$ cat src/mqsp_pkg.sv
package mqsp_pkg;

    // Default sizing of the queue bank
    localparam int NUM_QUEUES_DEF    = 10;
    localparam int QUEUE_DEPTH_DEF   = 16;
    localparam int SEVERITY_BITS_DEF = 4;
    localparam int TIME_BITS_DEF     = 16;

    // Port field widths
    localparam int MODE_W      = 2;
    localparam int QID_W       = 4;
    localparam int SEV_PORT_W  = 4;
    localparam int TIME_PORT_W = 16;
    localparam int ID_W        = 16;
    localparam int STATUS_W    = 2;

    typedef enum logic [MODE_W-1:0] {
        MODE_INSERT,
        MODE_POP,
        MODE_QUERY,
        MODE_NOP
    } t_mode;

    typedef enum logic [STATUS_W-1:0] {
        ST_OK,
        ST_EMPTY,
        ST_NOT_FOUND,
        ST_FULL
    } t_status;

    typedef enum logic {
        S_IDLE,
        S_EXEC
    } t_state;

    // Command broadcast to every cell of one queue's chain
    typedef struct packed {
        logic ins;
        logic pop;
    } t_cell_cmd;

endpackage

$ cat src/mqsp_cell.sv
module mqsp_cell
    import mqsp_pkg::*;
#(
    parameter int SEV_W  = SEVERITY_BITS_DEF,
    parameter int TIME_W = TIME_BITS_DEF
) (
    input  logic              i_clk,
    input  t_cell_cmd         i_cmd,
    input  logic              i_valid,
    input  logic [SEV_W-1:0]  i_new_sev,
    input  logic [TIME_W-1:0] i_new_time,
    input  logic [ID_W-1:0]   i_new_id,
    input  logic              i_prev_ahead,
    input  logic [SEV_W-1:0]  i_prev_sev,
    input  logic [TIME_W-1:0] i_prev_time,
    input  logic [ID_W-1:0]   i_prev_id,
    input  logic [SEV_W-1:0]  i_next_sev,
    input  logic [TIME_W-1:0] i_next_time,
    input  logic [ID_W-1:0]   i_next_id,
    output logic              o_ahead,
    output logic [SEV_W-1:0]  o_sev,
    output logic [TIME_W-1:0] o_time,
    output logic [ID_W-1:0]   o_id
);

    logic [SEV_W-1:0]  r_sev;
    logic [TIME_W-1:0] r_time;
    logic [ID_W-1:0]   r_id;
    logic              w_new_beats;

    // New request overtakes this entry only on a strictly better key,
    // so equal keys stay in insertion order.
    assign w_new_beats = (i_new_sev > r_sev) ||
                         ((i_new_sev == r_sev) && (i_new_time < r_time));
    assign o_ahead = i_valid && !w_new_beats;

    always_ff @(posedge i_clk) begin
        if (i_cmd.pop) begin
            r_sev  <= i_next_sev;
            r_time <= i_next_time;
            r_id   <= i_next_id;
        end else if (i_cmd.ins && !o_ahead) begin
            if (i_prev_ahead) begin
                r_sev  <= i_new_sev;
                r_time <= i_new_time;
                r_id   <= i_new_id;
            end else begin
                r_sev  <= i_prev_sev;
                r_time <= i_prev_time;
                r_id   <= i_prev_id;
            end
        end
    end

    assign o_sev  = r_sev;
    assign o_time = r_time;
    assign o_id   = r_id;

endmodule

$ cat src/mqsp_chain.sv
module mqsp_chain
    import mqsp_pkg::*;
#(
    parameter int QUEUE_DEPTH = QUEUE_DEPTH_DEF,
    parameter int SEV_W       = SEVERITY_BITS_DEF,
    parameter int TIME_W      = TIME_BITS_DEF
) (
    input  logic                             i_clk,
    input  logic                             i_rst_n,
    input  t_cell_cmd                        i_cmd,
    input  logic [SEV_W-1:0]                 i_new_sev,
    input  logic [TIME_W-1:0]                i_new_time,
    input  logic [ID_W-1:0]                  i_new_id,
    output logic [$clog2(QUEUE_DEPTH+1)-1:0] o_count,
    output logic                             o_created,
    output logic [SEV_W-1:0]                 o_head_sev,
    output logic [TIME_W-1:0]                o_head_time,
    output logic [ID_W-1:0]                  o_head_id
);

    localparam int CNT_W = $clog2(QUEUE_DEPTH + 1);

    logic [CNT_W-1:0]  r_count;
    logic              r_created;
    logic              w_ahead [QUEUE_DEPTH];
    logic [SEV_W-1:0]  w_sev   [QUEUE_DEPTH];
    logic [TIME_W-1:0] w_time  [QUEUE_DEPTH];
    logic [ID_W-1:0]   w_id    [QUEUE_DEPTH];

    // Cells stay sorted: cell 0 holds the entry that leaves next.
    for (genvar i = 0; i < QUEUE_DEPTH; i++) begin : g_cell
        localparam int PREV = (i == 0) ? 0 : i - 1;
        localparam int NEXT = (i == QUEUE_DEPTH - 1) ? i : i + 1;

        mqsp_cell #(
            .SEV_W  (SEV_W),
            .TIME_W (TIME_W)
        ) u_cell (
            .i_clk        (i_clk),
            .i_cmd        (i_cmd),
            .i_valid      (r_count > CNT_W'(i)),
            .i_new_sev    (i_new_sev),
            .i_new_time   (i_new_time),
            .i_new_id     (i_new_id),
            .i_prev_ahead ((i == 0) ? 1'b1 : w_ahead[PREV]),
            .i_prev_sev   (w_sev[PREV]),
            .i_prev_time  (w_time[PREV]),
            .i_prev_id    (w_id[PREV]),
            .i_next_sev   (w_sev[NEXT]),
            .i_next_time  (w_time[NEXT]),
            .i_next_id    (w_id[NEXT]),
            .o_ahead      (w_ahead[i]),
            .o_sev        (w_sev[i]),
            .o_time       (w_time[i]),
            .o_id         (w_id[i])
        );
    end

    always_ff @(posedge i_clk) begin
        if (!i_rst_n) begin
            r_count   <= '0;
            r_created <= 1'b0;
        end else if (i_cmd.ins) begin
            r_count   <= r_count + CNT_W'(1);
            r_created <= 1'b1;
        end else if (i_cmd.pop) begin
            r_count   <= r_count - CNT_W'(1);
        end
    end

    assign o_count     = r_count;
    assign o_created   = r_created;
    assign o_head_sev  = w_sev[0];
    assign o_head_time = w_time[0];
    assign o_head_id   = w_id[0];

endmodule

$ cat config.mk
export PLATFORM = sky130hd
export DESIGN_NAME = mqsp_chain
export DESIGN_NICKNAME = d
export VERILOG_FILES = /design/src/mqsp_pkg.sv /design/src/mqsp_cell.sv /design/src/mqsp_chain.sv
export SDC_FILE = /design/constraint.sdc
export NUM_CORES = 2
export LEC_CHECK = 0
export ABC_CLOCK_PERIOD_IN_PS = 7800
export BUFFER_PORTS_ARGS = -buffer_cell sky130_fd_sc_hd__buf_2
export CORE_ASPECT_RATIO = 0.9
export CORE_MARGIN = 4
export CORE_UTILIZATION = 60
export CTS_BUF_LIST = sky130_fd_sc_hd__clkbuf_16
export DETAILED_ROUTE_END_ITERATION = 8
export PLACE_DENSITY = 0.77
export SYNTH_ARGS = -nofsm -noshare
export SYNTH_HDL_FRONTEND = slang
export SYNTH_HIERARCHICAL = 1
export SYNTH_SLANG_ARGS = --single-unit
export TNS_END_PERCENT = 50
$ cat constraint.sdc
create_clock -name i_clk -period 7.8 [get_ports i_clk]
set_input_delay 0.78 -clock i_clk [delete_from_list [all_inputs] [get_ports i_clk]]
set_output_delay 0.78 -clock i_clk [all_outputs]
set_load 0.01 [all_outputs]
* Yosys cells after proc, flatten, opt, wreduce, memory -nomap -nowiden
Cells that the tools add are included.
Operators by class: $lt $le $gt $ge 48, equality and inequality tests 16, multiplexer cells 137, reductions and logical operators 113, bitwise logic cells 1, $add $sub $neg 2
Operator list (number):
- 16-bit two-way mux | 90
- 16-bit < comparator | 16
- 4-bit two-way mux | 45
- 4-bit == test | 16
- 4-bit greater-than comparator | 16
- 1-bit logical AND | 48
- 5-bit by 4-bit greater-than comparator with 1-bit output, second input constant | 8
- 1-bit logical NOT | 32
- 2-bit nonzero test | 16
- 5-bit by 3-bit greater-than comparator with 1-bit output, second input constant | 4
- 1-bit logical OR | 16
- 5-bit by 1-bit greater-than comparator with 1-bit output, second input constant | 2
- 5-bit by 2-bit greater-than comparator with 1-bit output, second input constant | 2
- 5-bit two-way mux | 2
- 5-bit by 1-bit adder with 5-bit output, second input constant | 1
- 5-bit by 1-bit subtractor with 5-bit output, second input constant | 1
- 2-bit AND reduction | 1
- 1-bit inverter | 1
Storage, ports and cells: output and inout bits 42, input bits 40, register bits after elaboration 582, logic and storage cells 367

* Longest topological paths before layout
depth in word-level cells 9, gate-level depth with buffers 12, depth with buffers taken out 9

* Modules after synthesis
The synthesis kept the hierarchy.
By module, submodules not included:
- mqsp_cell at g_cell[0].u_cell ... | instances 15, area an instance 2327.2 um2, cells an instance 230, sequential area each 1081.0 um2
- mqsp_cell at g_cell[9].u_cell | instances 1, area an instance 2333.5 um2, cells an instance 225, sequential area each 1081.0 um2
- mqsp_chain | instances 1, area an instance 541.8 um2, cells an instance 75, sequential area each 120.1 um2

* Least setup slack after synthesis
Ideal clock, no wire load.
path kind in2reg, start point input i_new_time[15], end point register g_cell[0].u_cell.r_id[0], enable pin, slack 3452 ps, buffers on the path 0, required time 7348 ps, stages on the path 5, library setup time 452 ps, arrival 3896 ps, cell sequence ha_1 > nand4_1 > nor2_1 > or4_4 > o41ai_2
Between the ends: word-level cells in the longest chain between the ends 8
RTL lines:
- start, declared | RTL line mqsp_chain.sv:12 | input logic [TIME_W-1:0] i_new_time,
- 16-bit < comparator | RTL line mqsp_cell.sv:34 | ((i_new_sev == r_sev) && (i_new_time < r_time));
- 1-bit logical AND | RTL line mqsp_cell.sv:34
- 1-bit logical OR | RTL line mqsp_cell.sv:33 | assign w_new_beats = (i_new_sev > r_sev) ||
- 1-bit logical NOT | RTL line mqsp_cell.sv:35 | assign o_ahead = i_valid && !w_new_beats;
- 1-bit logical AND | RTL line mqsp_cell.sv:35
- 1-bit logical NOT | RTL line mqsp_cell.sv:42 | end else if (i_cmd.ins && !o_ahead) begin
- 1-bit logical AND | RTL line mqsp_cell.sv:42
- 2-bit nonzero test (no line)
- end signal, assigned | RTL line mqsp_cell.sv:41 | r_id <= i_next_id;
- end signal, assigned | RTL line mqsp_cell.sv:46 | r_id <= i_new_id;
- end signal, assigned | RTL line mqsp_cell.sv:50 | r_id <= i_prev_id;
- end, declared | RTL line mqsp_cell.sv:28 | logic [ID_W-1:0] r_id;
Every way passes these cells. A chain may end at the register's enable or synchronous reset.

==> impl_metrics.toml <==
[critical_path]
startpoint = "i_new_time[1]"
timing.critical_path.fanout_max = 37
worstSetupStartpointType = "primary input"
reg2reg_from = "g_cell[9].u_cell/o_sev[3]"
cp.arrival_ps = 3910
cp-end-kind = "register"
timing.setup.critical_path_class = "in -> reg"
worst_ep_required_time_ps = 8050

[drt]
drcViolationCount = 0
drtAntennaViolNets = 0
drt_first_pass_iters = 7
routedWlPerCell_um = 18.58
vias = 27870
violation_count_after_the_first_detailed_route_iteration = 2391
post_drt_via_cell_ratio = 6.021
drt_wl_total_um = 85980

[sta]
final_min_period_over_clock_period = 0.4694
max_slew_margin = 0.2492
slew_at_the_pin_closest_to_its_max_slew_limit_ps = 1123
final_tns_setup_ps = 0
drv_slew = 0
final_hold_viol_count = 0
setup_viol_count_final = 0
final.min_clock_period_ps = 3661
fin_skew_ps = 16.09
max_freq_mhz = 273.1
rsz_0062_raised_after_global_routing = "false"

[grt]
grt_util_all_layers = 0.2506
gr-total-overflow = 0
grt_pass1_vias = 27270
grt_max_degree = 296
antenna_found_initial = 0
grt_first_pass_wirelength_um = 140200

[floorplan]
floorplan.initialDensity = 0.6115
die_height_um = 246.0
core.rowCount = 86
io-pin-count = 82
core_region_area_sq_mm = 0.06176
die_width_um = 272.5
die_area_sq_mm = 0.06703

[synthesis]
synthesis.area_per_instance_sq_um = 10.08
mappedNetlistNets = 4096
yosys_warnings = 6
post_synth_inst_count = 3747
post_synthesis_cell_area_sq_mm = 0.03777

[cts]
cts_root_buf = "sky130_fd_sc_hd__clkbuf_16"
cts-htree-levels = 2
numCtsBuffers = 61
post_cts_buffers = 0
cts_tree = "done"
cts-resized-gates = 0
clock_path_buffers = 3
worst_skew_pair.late_latency_ps = 640
postCtsHoldBufs = 0
clkTransAtPathRegs_ps = 60
clock-sinks = 582

[finish]
commonest_non_fill_non_tap_cell_in_the_layout = "sky130_fd_sc_hd__nand2_1"
syn2layout_area_growth_pct = 8.617
finalInstanceArea_sq_mm = 0.04102
nFillCells = 4896
post_route_cells_drive_above_1_share = 0.07883
antenna_diode_count = 0
finalNetCount = 4091
layout_common_cells = "696 x sky130_fd_sc_hd__nand2_1, 633 x sky130_fd_sc_hd__o21ai_0, 577 x sky130_fd_sc_hd__mux2i_1, 576 x sky130_fd_sc_hd__edfxtp_1, 336 x sky130_fd_sc_hd__inv_1"

[placed_design]
placed_area_sq_mm = 0.03914
dp.final_hpwl_um = 58570
numPortBuffers = 81
place_congestion = 0.8199

[run_status]
run_status = "completed"

[power]
worst_ir_drop_vdd_uv = 202.7
power.static_leakage_nw = 16.40
power.density_cell_area_mw_per_mm2 = 279.0

[flow_run]
maxCapViolations = 0

[worst_hold_path]
min-delay-path-class = "in -> reg"
hold_path.startpoint = "i_rst_n"
[where the power goes]
group          total (mW)  internal, mW  switching [mW]
Clock                2.79          1.52            1.27
Sequential           5.23          4.58           0.658
Combinational        3.42          1.43            1.98
Total                11.4          7.53            3.91
[state kept, by name, summed over array words and instances, names as in the netlist]
name and cells:
o_count 5, g_cell.u_cell/o_time 256, o_created 1, g_cell.u_cell/o_id 256, g_cell.u_cell/o_sev 64
[worst max-delay path, cell delays in order]
cell                        delay, ps
sky130_fd_sc_hd__buf_2            550
sky130_fd_sc_hd__ha_1             380
sky130_fd_sc_hd__a2111oi_4        360
sky130_fd_sc_hd__a2111oi_1        130
sky130_fd_sc_hd__o311a_2          350
sky130_fd_sc_hd__buf_4            330
sky130_fd_sc_hd__o21bai_4         940
[through the flow]
step                power [mW]  utilization  worst slack, ps  hold WS, ps  instances
floorplan                7.577            -             3452        504.8       3747
global placement         8.507       0.6337             3590        450.6       4515
detailed placement       8.654       0.6337             3535        482.8       4515
CTS                      11.47       0.6642             4174        391.5       4629
global route             12.16       0.6642             4027        409.3       4629
finish                   11.44       0.6642             4139        418.7       4629
[metal layers]
layer / global-route usage / wire length, um / vias up / part of all wire
met3: 0.02610 / 3634 / 93 / 0.042
met2: 0.4281 / 41930 / 602 / 0.49
met5: 0 / 0 / - / 0
met4: 0.05005 / 1224 / 0 / 0.014
li1: - / - / 13520 / -
met1: 0.3514 / 39190 / 13660 / 0.46
[path summary, 6_finish.rpt]
path                              end  slack (ps)  depth (start not counted)
max          g_cell[9].u_cell/o_id[4]        4140                          7
min                        o_count[4]         420                          2
max reg2reg  g_cell[9].u_cell/o_id[4]        4380                          8
min reg2reg                 o_created         490                          2
[area by class of cell]
type	instances	area, sq um	area share
Inverter	330	1239	0.03020
Clock inverter	53	357.8	0.008723
Tap cell	836	1046	0.02550
Timing Repair Buffer	128	818.3	0.01995
Multi-Input combinational cell	2639	18620	0.4539
Clock buffer	61	1526	0.03721
Sequential cell	582	17420	0.4246
(Power assumes the default switching activity.)
